$ cat src/design/mrr_pkg.sv
`timescale 1ns / 1ps
// mrr_pkg: shared constants, codes and types of the 3D mesh router.
// No dependencies; used by every module of the router except mrr_ram.
package mrr_pkg;

    localparam int QUEUE_DEPTH = 8;
    localparam int NPORTS      = 7;
    localparam int QPTR_W      = $clog2(QUEUE_DEPTH);
    localparam int CNT_W       = $clog2(QUEUE_DEPTH + 1);
    localparam int MEM_DEPTH   = NPORTS * QUEUE_DEPTH;
    localparam int MEM_AW      = $clog2(MEM_DEPTH);
    localparam int ENTRY_W     = 4 + 4 + 3 + 8;

    localparam logic [1:0] OP_PUSH    = 2'd0;
    localparam logic [1:0] OP_TICK    = 2'd1;
    localparam logic [1:0] OP_UNSTALL = 2'd2;
    localparam logic [1:0] OP_STALL   = 2'd3;

    localparam logic [1:0] KIND_PUSH    = 2'd0;
    localparam logic [1:0] KIND_FWD     = 2'd1;
    localparam logic [1:0] KIND_UNSTALL = 2'd2;
    localparam logic [1:0] KIND_IDLE    = 2'd3;

    localparam logic [2:0] P_RIGHT  = 3'd0;
    localparam logic [2:0] P_LEFT   = 3'd1;
    localparam logic [2:0] P_UP     = 3'd2;
    localparam logic [2:0] P_DOWN   = 3'd3;
    localparam logic [2:0] P_LOCAL  = 3'd4;
    localparam logic [2:0] P_ZPLUS  = 3'd5;
    localparam logic [2:0] P_ZMINUS = 3'd6;

    // register indexes, byte address is 4 * index
    localparam logic [2:0] REG_POS_X  = 3'd0;
    localparam logic [2:0] REG_POS_Y  = 3'd1;
    localparam logic [2:0] REG_POS_Z  = 3'd2;
    localparam logic [2:0] REG_MESH_X = 3'd3;
    localparam logic [2:0] REG_MESH_Y = 3'd4;
    localparam logic [2:0] REG_MESH_Z = 3'd5;
    localparam logic [2:0] REG_LIMIT  = 3'd6;

    typedef struct packed {
        logic [3:0] pos_x;
        logic [3:0] pos_y;
        logic [2:0] pos_z;
        logic [4:0] mesh_x_count;
        logic [4:0] mesh_y_count;
        logic [3:0] mesh_z_count;
        logic [2:0] queue_limit;
    } t_cfg;

    typedef struct packed {
        logic [1:0] op;
        logic [2:0] q;
        logic [3:0] dx;
        logic [3:0] dy;
        logic [2:0] dz;
        logic [7:0] id;
    } t_cmd;

    typedef struct packed {
        logic [1:0] kind;
        logic [2:0] port;
        logic [7:0] id;
        logic [3:0] dx;
        logic [3:0] dy;
        logic [2:0] dz;
        logic       stall;
        logic       ovf;
        logic       last;
    } t_res;

endpackage

$ cat src/design/mesh_router_round_robin_zxy_core.sv
`timescale 1ns / 1ps
// mesh_router_round_robin_zxy_core: top level of the 3D mesh router, APB registers.
// Depends on mrr_pkg, mrr_front, mrr_back (which holds mrr_ram).
//
//  channel | handshake         | payload
//  --------+-------------------+---------------------------------------------
//  input   | i_valid / o_ready | opcode, source_x/y/z, dest_x/y/z, req_id
//  output  | o_valid / i_ready | kind, port, out_req_id, out_dest_x/y/z,
//          |                   | source_must_stall, overflow, last
//  config  | psel/penable      | paddr, pwdata, prdata, pwrite, pready
//
// Push, stall and unstall: the result register loads from the command at the head
// of the front queue once the output side is free.
// A tick runs from dispatch through a read and a next step for every queue, an
// evaluation of every non-empty head, a hand-over per forwarded request and per
// unstall, and a final hand-over of the last result; output stalls hold it.
// Reset is synchronous; no memory clearing pass, queue entries are undefined.
// The front queue holds two transactions, so input accepts while the back end
// or the output side stalls.
module mesh_router_round_robin_zxy_core (
    input  logic        i_clk,
    input  logic        i_rst_n,
    input  logic        i_valid,
    output logic        o_ready,
    input  logic [1:0]  i_opcode,
    input  logic [3:0]  i_source_x,
    input  logic [3:0]  i_source_y,
    input  logic [2:0]  i_source_z,
    input  logic [3:0]  i_dest_x,
    input  logic [3:0]  i_dest_y,
    input  logic [2:0]  i_dest_z,
    input  logic [7:0]  i_req_id,
    output logic        o_valid,
    input  logic        i_ready,
    output logic [1:0]  o_kind,
    output logic [2:0]  o_port,
    output logic [7:0]  o_out_req_id,
    output logic [3:0]  o_out_dest_x,
    output logic [3:0]  o_out_dest_y,
    output logic [2:0]  o_out_dest_z,
    output logic        o_source_must_stall,
    output logic        o_overflow,
    output logic        o_last,
    input  logic        psel,
    input  logic        penable,
    input  logic        pwrite,
    input  logic [4:0]  paddr,
    input  logic [31:0] pwdata,
    output logic [31:0] prdata,
    output logic        pready
);

    mrr_pkg::t_cfg r_cfg;
    mrr_pkg::t_cmd cmd;
    mrr_pkg::t_res res;
    logic          cmd_valid;
    logic          cmd_pop;
    logic          wr;

    assign pready = 1'b1;
    assign wr     = psel && penable && pwrite;

    always_ff @(posedge i_clk) begin
        if (!i_rst_n) begin
            r_cfg.pos_x        <= 4'd0;
            r_cfg.pos_y        <= 4'd0;
            r_cfg.pos_z        <= 3'd0;
            r_cfg.mesh_x_count <= 5'd4;
            r_cfg.mesh_y_count <= 5'd4;
            r_cfg.mesh_z_count <= 4'd1;
            r_cfg.queue_limit  <= 3'd4;
        end else if (wr) begin
            unique case (paddr[4:2])
                mrr_pkg::REG_POS_X:  r_cfg.pos_x        <= pwdata[3:0];
                mrr_pkg::REG_POS_Y:  r_cfg.pos_y        <= pwdata[3:0];
                mrr_pkg::REG_POS_Z:  r_cfg.pos_z        <= pwdata[2:0];
                mrr_pkg::REG_MESH_X: r_cfg.mesh_x_count <= pwdata[4:0];
                mrr_pkg::REG_MESH_Y: r_cfg.mesh_y_count <= pwdata[4:0];
                mrr_pkg::REG_MESH_Z: r_cfg.mesh_z_count <= pwdata[3:0];
                mrr_pkg::REG_LIMIT:  r_cfg.queue_limit  <= pwdata[2:0];
                default: begin
                end
            endcase
        end
    end

    always_comb begin
        unique case (paddr[4:2])
            mrr_pkg::REG_POS_X:  prdata = 32'(r_cfg.pos_x);
            mrr_pkg::REG_POS_Y:  prdata = 32'(r_cfg.pos_y);
            mrr_pkg::REG_POS_Z:  prdata = 32'(r_cfg.pos_z);
            mrr_pkg::REG_MESH_X: prdata = 32'(r_cfg.mesh_x_count);
            mrr_pkg::REG_MESH_Y: prdata = 32'(r_cfg.mesh_y_count);
            mrr_pkg::REG_MESH_Z: prdata = 32'(r_cfg.mesh_z_count);
            mrr_pkg::REG_LIMIT:  prdata = 32'(r_cfg.queue_limit);
            default:             prdata = 32'd0;
        endcase
    end

    mrr_front u_front (
        .i_clk       (i_clk),
        .i_rst_n     (i_rst_n),
        .i_valid     (i_valid),
        .o_ready     (o_ready),
        .i_opcode    (i_opcode),
        .i_source_x  (i_source_x),
        .i_source_y  (i_source_y),
        .i_source_z  (i_source_z),
        .i_dest_x    (i_dest_x),
        .i_dest_y    (i_dest_y),
        .i_dest_z    (i_dest_z),
        .i_req_id    (i_req_id),
        .i_cfg       (r_cfg),
        .o_cmd_valid (cmd_valid),
        .o_cmd       (cmd),
        .i_cmd_pop   (cmd_pop)
    );

    mrr_back u_back (
        .i_clk       (i_clk),
        .i_rst_n     (i_rst_n),
        .i_cfg       (r_cfg),
        .i_cmd_valid (cmd_valid),
        .i_cmd       (cmd),
        .o_cmd_pop   (cmd_pop),
        .o_valid     (o_valid),
        .i_ready     (i_ready),
        .o_res       (res)
    );

    assign o_kind              = res.kind;
    assign o_port              = res.port;
    assign o_out_req_id        = res.id;
    assign o_out_dest_x        = res.dx;
    assign o_out_dest_y        = res.dy;
    assign o_out_dest_z        = res.dz;
    assign o_source_must_stall = res.stall;
    assign o_overflow          = res.ovf;
    assign o_last              = res.last;

endmodule

$ cat src/design/mrr_ram.sv
`timescale 1ns / 1ps
// mrr_ram: generic single-write, single-read RAM with registered read data.
// No dependencies.
module mrr_ram #(
    parameter int WIDTH = 8,
    parameter int DEPTH = 16
) (
    input  logic                     i_clk,
    input  logic                     i_we,
    input  logic [$clog2(DEPTH)-1:0] i_waddr,
    input  logic [WIDTH-1:0]         i_wdata,
    input  logic [$clog2(DEPTH)-1:0] i_raddr,
    output logic [WIDTH-1:0]         o_rdata
);

    logic [WIDTH-1:0] r_mem [DEPTH];
    logic [WIDTH-1:0] r_rdata;

    always_ff @(posedge i_clk) begin
        if (i_we) begin
            r_mem[i_waddr] <= i_wdata;
        end
        r_rdata <= r_mem[i_raddr];
    end

    assign o_rdata = r_rdata;

endmodule

$ cat src/design/mrr_front.sv
`timescale 1ns / 1ps
// mrr_front: input handshake, port classification and a two-entry command queue.
// Depends on mrr_pkg.
module mrr_front (
    input  logic          i_clk,
    input  logic          i_rst_n,
    input  logic          i_valid,
    output logic          o_ready,
    input  logic [1:0]    i_opcode,
    input  logic [3:0]    i_source_x,
    input  logic [3:0]    i_source_y,
    input  logic [2:0]    i_source_z,
    input  logic [3:0]    i_dest_x,
    input  logic [3:0]    i_dest_y,
    input  logic [2:0]    i_dest_z,
    input  logic [7:0]    i_req_id,
    input  mrr_pkg::t_cfg i_cfg,
    output logic          o_cmd_valid,
    output mrr_pkg::t_cmd o_cmd,
    input  logic          i_cmd_pop
);

    mrr_pkg::t_cmd r_mem [2];
    logic          r_wp;
    logic          r_rp;
    logic [1:0]    r_cnt;
    mrr_pkg::t_cmd cls;
    logic          push;
    logic          pop;

    // Z first, then X, then Y, local when all match
    always_comb begin
        cls.op = i_opcode;
        cls.dx = i_dest_x;
        cls.dy = i_dest_y;
        cls.dz = i_dest_z;
        cls.id = i_req_id;
        if (i_source_z != i_cfg.pos_z) begin
            cls.q = (i_source_z < i_cfg.pos_z) ? mrr_pkg::P_ZMINUS : mrr_pkg::P_ZPLUS;
        end else if (i_source_x != i_cfg.pos_x) begin
            cls.q = (i_source_x < i_cfg.pos_x) ? mrr_pkg::P_LEFT : mrr_pkg::P_RIGHT;
        end else if (i_source_y != i_cfg.pos_y) begin
            cls.q = (i_source_y < i_cfg.pos_y) ? mrr_pkg::P_DOWN : mrr_pkg::P_UP;
        end else begin
            cls.q = mrr_pkg::P_LOCAL;
        end
    end

    assign o_ready     = (r_cnt != 2'd2);
    assign push        = i_valid && o_ready;
    assign pop         = i_cmd_pop && (r_cnt != 2'd0);
    assign o_cmd_valid = (r_cnt != 2'd0);
    assign o_cmd       = r_mem[r_rp];

    always_ff @(posedge i_clk) begin
        if (push) begin
            r_mem[r_wp] <= cls;
        end
        if (!i_rst_n) begin
            r_wp  <= 1'b0;
            r_rp  <= 1'b0;
            r_cnt <= 2'd0;
        end else begin
            if (push) begin
                r_wp <= ~r_wp;
            end
            if (pop) begin
                r_rp <= ~r_rp;
            end
            r_cnt <= r_cnt + {1'b0, push} - {1'b0, pop};
        end
    end

endmodule

$ cat src/design/mrr_back.sv
`timescale 1ns / 1ps
// mrr_back: queue state, round-robin arbitration sequencer and result register.
// Depends on mrr_pkg and mrr_ram.
module mrr_back (
    input  logic          i_clk,
    input  logic          i_rst_n,
    input  mrr_pkg::t_cfg i_cfg,
    input  logic          i_cmd_valid,
    input  mrr_pkg::t_cmd i_cmd,
    output logic          o_cmd_pop,
    output logic          o_valid,
    input  logic          i_ready,
    output mrr_pkg::t_res o_res
);

    localparam logic [2:0] S_IDLE = 3'd0;
    localparam logic [2:0] S_RD   = 3'd1;
    localparam logic [2:0] S_EV   = 3'd2;
    localparam logic [2:0] S_PUTU = 3'd3;
    localparam logic [2:0] S_PUTF = 3'd4;
    localparam logic [2:0] S_NEXT = 3'd5;
    localparam logic [2:0] S_FIN  = 3'd6;
    localparam logic [2:0] LAST_IDX = 3'(mrr_pkg::NPORTS - 1);

    logic [2:0]                  r_state;
    logic [mrr_pkg::QPTR_W-1:0]  r_heads   [mrr_pkg::NPORTS];
    logic [mrr_pkg::CNT_W-1:0]   r_counts  [mrr_pkg::NPORTS];
    logic [mrr_pkg::NPORTS-1:0]  r_stalled;
    logic [mrr_pkg::NPORTS-1:0]  r_taken;
    logic [2:0]                  r_rr;
    logic [2:0]                  r_idx;
    logic [2:0]                  r_step;
    logic                        r_hv;
    mrr_pkg::t_res               r_hold;
    mrr_pkg::t_res               r_fwd;
    logic                        r_ov;
    mrr_pkg::t_res               r_out;

    logic                        out_free;
    logic [mrr_pkg::CNT_W-1:0]   cnt_q;
    logic                        full_q;
    logic [mrr_pkg::CNT_W-1:0]   cnt_new;
    logic [mrr_pkg::QPTR_W:0]    slot_sum;
    logic [mrr_pkg::QPTR_W-1:0]  slot;
    logic                        we;
    logic [mrr_pkg::MEM_AW-1:0]  waddr;
    logic [mrr_pkg::MEM_AW-1:0]  raddr;
    logic [mrr_pkg::ENTRY_W-1:0] rdata;
    logic [3:0]                  e_dx;
    logic [3:0]                  e_dy;
    logic [2:0]                  e_dz;
    logic [7:0]                  e_id;
    logic [2:0]                  rt_port;
    logic                        rt_on;
    logic [4:0]                  nx;
    logic [4:0]                  ny;
    logic [3:0]                  nz;
    logic                        uf;
    logic [mrr_pkg::CNT_W-1:0]   cnt_idx;
    logic [mrr_pkg::CNT_W-1:0]   cnt_dec;
    logic [mrr_pkg::CNT_W-1:0]   lim_ext;
    logic [2:0]                  idx_nxt;
    mrr_pkg::t_res               res_unstall;
    logic                        load;
    mrr_pkg::t_res               out_nxt;

    assign out_free = !r_ov || i_ready;
    assign lim_ext  = mrr_pkg::CNT_W'(i_cfg.queue_limit);

    // push side
    assign cnt_q    = r_counts[i_cmd.q];
    assign full_q   = (cnt_q == mrr_pkg::CNT_W'(mrr_pkg::QUEUE_DEPTH));
    assign cnt_new  = full_q ? cnt_q : cnt_q + 1'b1;
    assign slot_sum = (mrr_pkg::QPTR_W+1)'(r_heads[i_cmd.q])
                    + (mrr_pkg::QPTR_W+1)'(cnt_q);
    assign slot     = (slot_sum >= (mrr_pkg::QPTR_W+1)'(mrr_pkg::QUEUE_DEPTH))
                    ? mrr_pkg::QPTR_W'(slot_sum - (mrr_pkg::QPTR_W+1)'(mrr_pkg::QUEUE_DEPTH))
                    : mrr_pkg::QPTR_W'(slot_sum);
    assign we       = (r_state == S_IDLE) && i_cmd_valid && (i_cmd.op == mrr_pkg::OP_PUSH)
                    && out_free && !full_q;
    assign waddr    = mrr_pkg::MEM_AW'(i_cmd.q) * mrr_pkg::MEM_AW'(mrr_pkg::QUEUE_DEPTH)
                    + mrr_pkg::MEM_AW'(slot);
    assign raddr    = mrr_pkg::MEM_AW'(r_idx) * mrr_pkg::MEM_AW'(mrr_pkg::QUEUE_DEPTH)
                    + mrr_pkg::MEM_AW'(r_heads[r_idx]);

    mrr_ram #(
        .WIDTH (mrr_pkg::ENTRY_W),
        .DEPTH (mrr_pkg::MEM_DEPTH)
    ) u_qram (
        .i_clk   (i_clk),
        .i_we    (we),
        .i_waddr (waddr),
        .i_wdata ({i_cmd.dx, i_cmd.dy, i_cmd.dz, i_cmd.id}),
        .i_raddr (raddr),
        .o_rdata (rdata)
    );

    assign {e_dx, e_dy, e_dz, e_id} = rdata;

    // next hop of the head entry, Z then X then Y
    always_comb begin
        nx      = {1'b0, i_cfg.pos_x};
        ny      = {1'b0, i_cfg.pos_y};
        nz      = {1'b0, i_cfg.pos_z};
        uf      = 1'b0;
        rt_port = mrr_pkg::P_LOCAL;
        rt_on   = 1'b1;
        if (!(e_dx == i_cfg.pos_x && e_dy == i_cfg.pos_y && e_dz == i_cfg.pos_z)) begin
            if (e_dz != i_cfg.pos_z) begin
                if (e_dz < i_cfg.pos_z) begin
                    rt_port = mrr_pkg::P_ZMINUS;
                    uf      = (i_cfg.pos_z == 3'd0);
                    nz      = nz - 4'd1;
                end else begin
                    rt_port = mrr_pkg::P_ZPLUS;
                    nz      = nz + 4'd1;
                end
            end else if (e_dx != i_cfg.pos_x) begin
                if (e_dx < i_cfg.pos_x) begin
                    rt_port = mrr_pkg::P_LEFT;
                    uf      = (i_cfg.pos_x == 4'd0);
                    nx      = nx - 5'd1;
                end else begin
                    rt_port = mrr_pkg::P_RIGHT;
                    nx      = nx + 5'd1;
                end
            end else begin
                if (e_dy < i_cfg.pos_y) begin
                    rt_port = mrr_pkg::P_DOWN;
                    uf      = (i_cfg.pos_y == 4'd0);
                    ny      = ny - 5'd1;
                end else begin
                    rt_port = mrr_pkg::P_UP;
                    ny      = ny + 5'd1;
                end
            end
            rt_on = !uf && (nx < i_cfg.mesh_x_count) && (ny < i_cfg.mesh_y_count)
                  && (nz < i_cfg.mesh_z_count);
        end
    end

    assign cnt_idx = r_counts[r_idx];
    assign cnt_dec = cnt_idx - 1'b1;
    assign idx_nxt = (r_idx == LAST_IDX) ? 3'd0 : r_idx + 3'd1;

    always_comb begin
        res_unstall      = '0;
        res_unstall.kind = mrr_pkg::KIND_UNSTALL;
        res_unstall.port = r_idx;
    end

    // what the result register loads this cycle, if anything
    always_comb begin
        load    = 1'b0;
        out_nxt = r_hold;
        unique case (r_state)
            S_IDLE: begin
                load         = i_cmd_valid && (i_cmd.op != mrr_pkg::OP_TICK) && out_free;
                out_nxt      = '0;
                out_nxt.port = i_cmd.q;
                out_nxt.last = 1'b1;
                if (i_cmd.op == mrr_pkg::OP_PUSH) begin
                    out_nxt.kind  = mrr_pkg::KIND_PUSH;
                    out_nxt.stall = (cnt_new > lim_ext);
                    out_nxt.ovf   = full_q;
                end else begin
                    out_nxt.kind  = mrr_pkg::KIND_IDLE;
                end
            end
            S_PUTU: begin
                load = r_hv && out_free;
            end
            S_PUTF: begin
                load = r_hv && out_free;
            end
            S_FIN: begin
                load = out_free;
                if (r_hv) begin
                    out_nxt.last = 1'b1;
                end else begin
                    out_nxt      = '0;
                    out_nxt.kind = mrr_pkg::KIND_IDLE;
                    out_nxt.last = 1'b1;
                end
            end
            default: begin
            end
        endcase
    end

    assign o_cmd_pop = (r_state == S_IDLE) && i_cmd_valid
                    && ((i_cmd.op == mrr_pkg::OP_TICK) || out_free);

    always_ff @(posedge i_clk) begin
        if (!i_rst_n) begin
            r_state   <= S_IDLE;
            r_stalled <= '0;
            r_taken   <= '0;
            r_rr      <= 3'd0;
            r_idx     <= 3'd0;
            r_step    <= 3'd0;
            r_hv      <= 1'b0;
            r_ov      <= 1'b0;
            for (int i = 0; i < mrr_pkg::NPORTS; i++) begin
                r_heads[i]  <= '0;
                r_counts[i] <= '0;
            end
        end else begin
            if (load) begin
                r_ov  <= 1'b1;
                r_out <= out_nxt;
            end else if (i_ready) begin
                r_ov <= 1'b0;
            end
            unique case (r_state)
                S_IDLE: begin
                    if (i_cmd_valid) begin
                        if (i_cmd.op == mrr_pkg::OP_TICK) begin
                            r_idx   <= r_rr;
                            r_step  <= 3'd0;
                            r_taken <= '0;
                            r_hv    <= 1'b0;
                            r_state <= S_RD;
                        end else if (out_free) begin
                            if (i_cmd.op == mrr_pkg::OP_PUSH) begin
                                r_counts[i_cmd.q] <= cnt_new;
                            end else begin
                                r_stalled[i_cmd.q] <= (i_cmd.op == mrr_pkg::OP_STALL);
                            end
                        end
                    end
                end
                S_RD: begin
                    r_state <= (cnt_idx != '0) ? S_EV : S_NEXT;
                end
                S_EV: begin
                    r_state <= S_NEXT;
                    if (!r_taken[rt_port]) begin
                        r_taken[rt_port] <= 1'b1;
                        if (!r_stalled[rt_port]) begin
                            r_heads[r_idx]  <= (r_heads[r_idx] ==
                                                mrr_pkg::QPTR_W'(mrr_pkg::QUEUE_DEPTH - 1))
                                             ? '0 : r_heads[r_idx] + 1'b1;
                            r_counts[r_idx] <= cnt_dec;
                            r_rr            <= idx_nxt;
                            r_fwd.kind  <= mrr_pkg::KIND_FWD;
                            r_fwd.port  <= rt_on ? rt_port : mrr_pkg::P_LOCAL;
                            r_fwd.id    <= e_id;
                            r_fwd.dx    <= e_dx;
                            r_fwd.dy    <= e_dy;
                            r_fwd.dz    <= e_dz;
                            r_fwd.stall <= 1'b0;
                            r_fwd.ovf   <= 1'b0;
                            r_fwd.last  <= 1'b0;
                            r_state <= (cnt_dec == lim_ext) ? S_PUTU : S_PUTF;
                        end
                    end
                end
                // the newest result waits in r_hold until it is known whether it is last
                S_PUTU: begin
                    if (!r_hv || out_free) begin
                        r_hold  <= res_unstall;
                        r_hv    <= 1'b1;
                        r_state <= S_PUTF;
                    end
                end
                S_PUTF: begin
                    if (!r_hv || out_free) begin
                        r_hold  <= r_fwd;
                        r_hv    <= 1'b1;
                        r_state <= S_NEXT;
                    end
                end
                S_NEXT: begin
                    if (r_step == LAST_IDX) begin
                        r_state <= S_FIN;
                    end else begin
                        r_step  <= r_step + 3'd1;
                        r_idx   <= idx_nxt;
                        r_state <= S_RD;
                    end
                end
                S_FIN: begin
                    if (out_free) begin
                        r_hv    <= 1'b0;
                        r_state <= S_IDLE;
                    end
                end
                default: begin
                    r_state <= S_IDLE;
                end
            endcase
        end
    end

    assign o_valid = r_ov;
    assign o_res   = r_out;

endmodule

$ cat config.mk
export PLATFORM = sky130hd
export DESIGN_NAME = mesh_router_round_robin_zxy_core
export DESIGN_NICKNAME = d
export VERILOG_FILES = /design/src/design/mrr_pkg.sv /design/src/design/mesh_router_round_robin_zxy_core.sv /design/src/design/mrr_ram.sv /design/src/design/mrr_front.sv /design/src/design/mrr_back.sv
export SDC_FILE = /design/constraint.sdc
export NUM_CORES = 2
export LEC_CHECK = 0
export ABC_AREA = 0
export BUFFER_PORTS_ARGS = -buffer_cell sky130_fd_sc_hd__buf_2
export CAP_MARGIN = 10
export CORE_MARGIN = 5
export CORE_UTILIZATION = 35
export CTS_CLUSTER_SIZE = 14
export DETAILED_ROUTE_END_ITERATION = 7
export GPL_TIMING_DRIVEN = 0
export PLACE_DENSITY = 0.54
export SETUP_SLACK_MARGIN = 0.3
export SLEW_MARGIN = 0
export SYNTH_ARGS = -nofsm -noshare
export SYNTH_HDL_FRONTEND = slang
export SYNTH_SLANG_ARGS = --single-unit
$ cat constraint.sdc
create_clock -name i_clk -period 9.8 [get_ports i_clk]
set_input_delay 0 -clock i_clk [delete_from_list [all_inputs] [get_ports i_clk]]
set_output_delay 0 -clock i_clk [all_outputs]
set_load 0.02 [all_outputs]
# --- Yosys cells after proc, flatten, opt, wreduce, memory -nomap -nowiden ---
# Memories as Yosys holds them, arrays and structs flattened. A register that Yosys moved wholly into a read port is not among the register bits.
# Index checks and enable logic that the tools add are counted.
classes:
  reduce_logical: 59
  n_lt_le_gt_ge: 15
  n_bitwise: 7
  add_sub_neg: 17
  muxes: 114
  n_eq_ne: 37
op_table:
  columns: ["cell", "count"]
  rows:
  - ["case mux 27 bit (2 select lines)", 2]
  - ["two-way mux 3 bit", 33]
  - ["two-way mux 27 bit", 2]
  - ["two-way mux 1 bit", 43]
  - ["two-way mux 5 bit", 8]
  - ["case mux 5 bit (7 select lines)", 1]
  - ["equality test 3 bit (second input constant)", 9]
  - ["two-way mux 26 bit", 1]
  - ["two-way mux 4 bit", 6]
  - ["two-way mux 7 bit", 3]
  - ["case mux 3 bit (7 select lines)", 1]
  - ["< comparator 4 bit", 5]
  - ["logical AND 1 bit", 19]
  - ["AND reduction 2 bit", 8]
  - ["AND reduction 4 bit", 4]
  - ["AND reduction 5 bit", 3]
  - ["case mux 7 bit (2 select lines)", 1]
  - ["adder 6 x 3 -> 6 bit", 2]
  - ["equality test 3 x 2 -> 1 bit (second input constant)", 4]
  - ["!= test 2 x 1 -> 1 bit (second input constant)", 6]
  - ["!= test 4 bit", 3]
  - ["case mux 3 bit (2 select lines)", 2]
  - ["adder 4 x 1 -> 5 bit (second input constant)", 2]
  - ["< comparator 5 bit", 2]
  - ["43 further kinds", 79]
totals:
  mem_bits_rw: 1161
  in_bits: 76
  reg_bits: 136
  out_inout_bits: 62
  elab_cells: 294
  memories: 4
memory_table:
  columns: ["name", "words", "width", "read_ports", "rd_ports_with_merged_regs", "write_ports", "line", "source"]
  rows:
  - ["u_back.u_qram.r_mem", 56, 19, 1, 1, 1, "mrr_ram.sv:16", "logic [WIDTH-1:0] r_mem [DEPTH];"]
  - ["u_front.r_mem", 2, 24, 1, 1, 1, "mrr_front.sv:23", "mrr_pkg::t_cmd r_mem [2];"]
  - ["u_back.r_counts", 7, 4, 2, 1, 7, "mrr_back.sv:27", "logic [mrr_pkg::CNT_W-1:0] r_counts [mrr_pkg::NPORTS];"]
  - ["u_back.r_heads", 7, 3, 2, 1, 7, "mrr_back.sv:26", "logic [mrr_pkg::QPTR_W-1:0] r_heads [mrr_pkg::NPORTS];"]

# --- Depth between registers and ports, before layout ---
depth:
  depth_word: 14
  depth_mapped: 17
  depth_no_buf: 17

# --- Hierarchy ---
# A second synthesis with hierarchy kept.
hier_totals:
  cells_unflattened: 3048
  area_unflattened_um2: 54228.3
modules_own_cells:
  columns: ["module", "seq_area_each_um2", "cells_per_inst", "area_each_um2", "instances"]
  rows:
  - ["mrr_ram", 32331.0, 1956, 41687.5, 1]
  - ["mrr_back", 4424.2, 780, 8695.8, 1]
  - ["mrr_front", 1541.5, 139, 2272.2, 1]
  - ["mesh_router_round_robin_zxy_core", 560.5, 173, 1572.8, 1]

# --- Worst setup path before layout ---
# OpenSTA, ideal clock, no wires.
synth_timing:
  path_kind: "reg-to-reg"
  start: "register (tool-made name)"
  end: "memory u_back.u_qram.r_mem[12][0] in the netlist's numbering, enable pin"
  path_slack_ps: 5417
  t_required_ps: 9405
  setup_time_ps: 395
  t_arrival_ps: 3988
  n_path_buf: 5
  stages_incl_launch_ff: 17
  period_less_slack_ps: 4383
  cell_sequence: "dfxtp_1 buf_4 mux2_4 buf_6 buf_4 clkbuf_1 nor3_1 o21ai_0 o311a_1 ha_1 inv_1 fa_1 xor2_1 xnor2_1 or3b_1 clkbuf_1 nor2_1"
synth_rtl:
  columns: ["element", "line"]
  rows:
  - ["end: declaration", "mrr_ram.sv:16"]

==> run metrics <==
Largest stage delay, worst path 0.87 ns; async set-reset flop share out of synthesis 0%; delay-heaviest family, CP simple AND/OR/NAND/NOR gates; port bufs 78; Hold Vio Cnt, Final 0; boundary pin count 138; Slew HR 14.98%; Sw Ratio 35.39%; syn_area_per_cell 13.53 sq um; flops & latches, synth 1324; max layer used met5; YS warnings 0; most common cell in the synthesized netlist edfxtp_1; Mapped Cells 4041; total number of vias 35.76k; Clock Latency Late Sink 0.78 ns; first-pass GRT wire length 237700 um; Leakage Power 0.02202 uW; gp weighted congestion 0.8959; initial antenna violation count 9; Clock Tree Root clkbuf_16; worst hold slack 0.05872 ns; Setup Buffers After CTS 0; maximum number of pins on one net before global-route repair 57; Final Util 41.34%; number of synthesized flops with an enable pin 1234; routed wire length per instance 24.89 um; fin. max-slew vios 0; number of CTS-inserted buffers 142; fillers 14.31k; Synth top area share 67.76%; clk sinks 1324; PnR worst setup slack 3.770 ns; minimum clock period 6.030 ns; outcome completed; Synth Cell Area 54690 sq um; crit path DAT 6.51 ns; share of power burned in registers 39.1%; capturing point of the worst reg2reg path u_back.u_qram.r_mem[41][6]$_DFFE_PP_; Chip Width 405.3 um; pre-CTS WS 3.973 ns; DP HPWL 113500 um; CP Class reg2reg; total gr overflow 0; number of max-cap violations 0; core area 155800 sq um; Cell Chain, Critical Path buf_4 -> mux2_2 -> clkbuf_1 -> nand2_1 -> o22ai_1 -> o21ai_0 -> o311a_1 -> ha_1 -> inv_1 -> fa_1 -> xor2_1 -> xnor2_1 -> nand3_1 -> nor2_2 -> buf_8; Initial Utilization 35.09%; met2 routed WL 77080 um; ys flop type edfxtp_1; final net count 4558; clock network fraction of total power 30.8%; critical path endpoint u_back.u_qram.r_mem[41][6]$_DFFE_PP_; vias per cell 5.416; total track usage 19.61%; 1st-iter DRT viols 3916; final clock skew 0.02491 ns; internal power 11350 uW; Synth area leaders edfxtp_1 (68%), nand2_1 (6.5%), dfxtp_1 (3.3%); Seq/Total Area, Yosys 71.05%; Worst-path clk slew 0.06 ns; Slew @ Worst Pin 1.275 ns; slowest CP cell nor2_2; Max IR drop VDD 0.0001725 V; die height 405.3 um; CTS tree built; Post-Route WL 164300 um; final setup fails 0; Logic pwr share 30.1%; Routed met1 length 70930 um; Reg2Reg Setup Slack 3.77 ns; CTS HTree Levels 4; DRC Markers 0; WP depth 15; share of cells above drive strength 1 13.87%; Synth top cells by count edfxtp_1 (1234), nand2_1 (953), nand3_1 (220); Detailed Routing Iterations Pass 1 6; RSZ-0062 raised after global routing no; Area Overhead vs Synth 17.80%; power density cells 272.8 nW/um^2; CP Capture Type register; final worst-path cycle share 61.53%; WL met3 11750 um; Netlist cell types 88; CP bufs+invs 4; setup TNS 0 ns; CTS Buffer Depth 3; vias in the first global route 34.40k; r2r worst-path depth 15; row cnt 145; Worst EP required 10.28 ns; DRT antenna net count 0; Hold Crit Class in2reg; Fmax 165.8 MHz; die footprint 164300 sq um; CP max FO 10; post-synth top area cell edfxtp_1; startpoint types register; P_sw 6219 uW
cells in the final DEF (no fill, tap or decap), types with 43 or more instances in the layout:
| master | Yosys | layout |
|---|---|---|
| edfxtp_1 | 1234 | 1234 |
| nand2_1 | 953 | 953 |
| nand3_1 | 220 | 220 |
| clkbuf_1 | 150 | 177 |
| clkbuf_16 | 0 | 147 |
| buf_2 | 66 | 144 |
| and3_1 | 122 | 122 |
| a31oi_1 | 110 | 110 |
| a311oi_1 | 98 | 98 |
| mux2i_1 | 93 | 93 |
| nor2_1 | 148 | 91 |
| dfxtp_1 | 90 | 90 |
| dlygate4sd3_1 | 0 | 68 |
| nor2_2 | 2 | 58 |
| mux4_2 | 54 | 54 |
| buf_8 | 0 | 54 |
| inv_1 | 53 | 53 |
| ha_1 | 51 | 51 |
| o21ai_1 | 43 | 43 |
kinds of logic after synthesis:
family,after synthesis,share of synthesized area [%]
fa+ha+maj,54,1.277
simple gates,1595,12.78
flops,1324,71.05
other cells,2,0.01373
mux,177,4.638
buf+inv,339,2.773
compound gates,524,7.045
xor+xnor,26,0.4164
per-layer routing:
layer,track usage [%],vias up
met5,0,-
met4,5.976,2
met3,3.362,233
met2,31.79,1408
met1,27.13,18200
li1,-,15920
timing repair:
item / 4_1_cts / 5_1_grt
resized for setup: 0 / 0
hold endpoints to repair: 116 / 0
hold buffers: 68 / 0
setup endpoints to repair: 0 / 0
final cells by class:
type	count	area (sq um)	share of cell area (%)
clock buffer	181	3876	6.017
antenna	3	7.507	0.01165
clock inverter	78	775.7	1.204
inverter	57	214.0	0.3321
multi-input combinational	2404	14590	22.64
buffer	282	1303	2.022
tap	2058	2575	3.997
sequential	1324	38860	60.32
timing repair buffer	217	2226	3.455
how the worst min path moves through the flow:
stage	from	endpoint	slack, ns	cells after the start
detailed placement	i_dest_x[0]	u_front.r_mem[0][15]$_DFFE_PP_	0.20	1
global route	i_source_x[3]	u_front.r_mem[0][21]$_DFFE_PP_	0.02	4
global placement	i_dest_x[0]	u_front.r_mem[0][15]$_DFFE_PP_	0.19	1
CTS	i_source_x[3]	u_front.r_mem[0][19]$_DFFE_PP_	0.008	4
floorplan	i_req_id[0]	u_front.r_mem[0][0]$_DFFE_PP_	0.1	0
finish	i_source_x[3]	u_front.r_mem[0][21]$_DFFE_PP_	0.06	4
through the flow:
step                      cells  area, sq um  power [uW]
after floorplan            4067        54790        9890
after global placement     6203        57750       12030
after detailed placement   6271        59010       12170
after CTS                  6598        64350       17580
after global routing       6602        64420       18210
final                      6604        64420       17570
worst reg2reg max path: stages, from the launching register on:
cell      delay [ns]
dfxtp_1         0.30
buf_4           0.23
mux2_2          0.45
clkbuf_1        0.35
nand2_1         0.32
o22ai_1         0.12
o21ai_0         0.20
o311a_1         0.20
ha_1            0.15
inv_1           0.06
fa_1            0.42
xor2_1          0.18
xnor2_1         0.85
nand3_1         0.77
nor2_2          0.88
buf_8           0.25
power groups by stage:
stage / sequential, uW / clock, uW / combinational (uW)
finish: 6880 / 5410 / 5280
global route: 6900 / 5730 / 5590
CTS: 6890 / 5490 / 5200
detailed placement: 7000 / 0 / 5170
global placement: 7020 / 0 / 5010
floorplan: 6990 / 0 / 2900
sequential cells by signal, summed over array words and instances, names as in the netlist, 7 cells and up, named ones only:
| signal | flops |
|---|---|
| u_back.r_hold | 24 |
| u_back.r_heads | 24 |
| u_back.u_qram.r_mem | 1064 |
| u_back.o_res | 27 |
| r_cfg | 28 |
| u_front.r_mem | 48 |
| u_back.r_taken | 7 |
| u_back.u_qram.o_rdata | 19 |
| u_back.r_stalled | 7 |
| u_back.r_fwd | 22 |
| u_back.r_counts | 32 |
No activity file was read; power rests on OpenSTA's default activity.
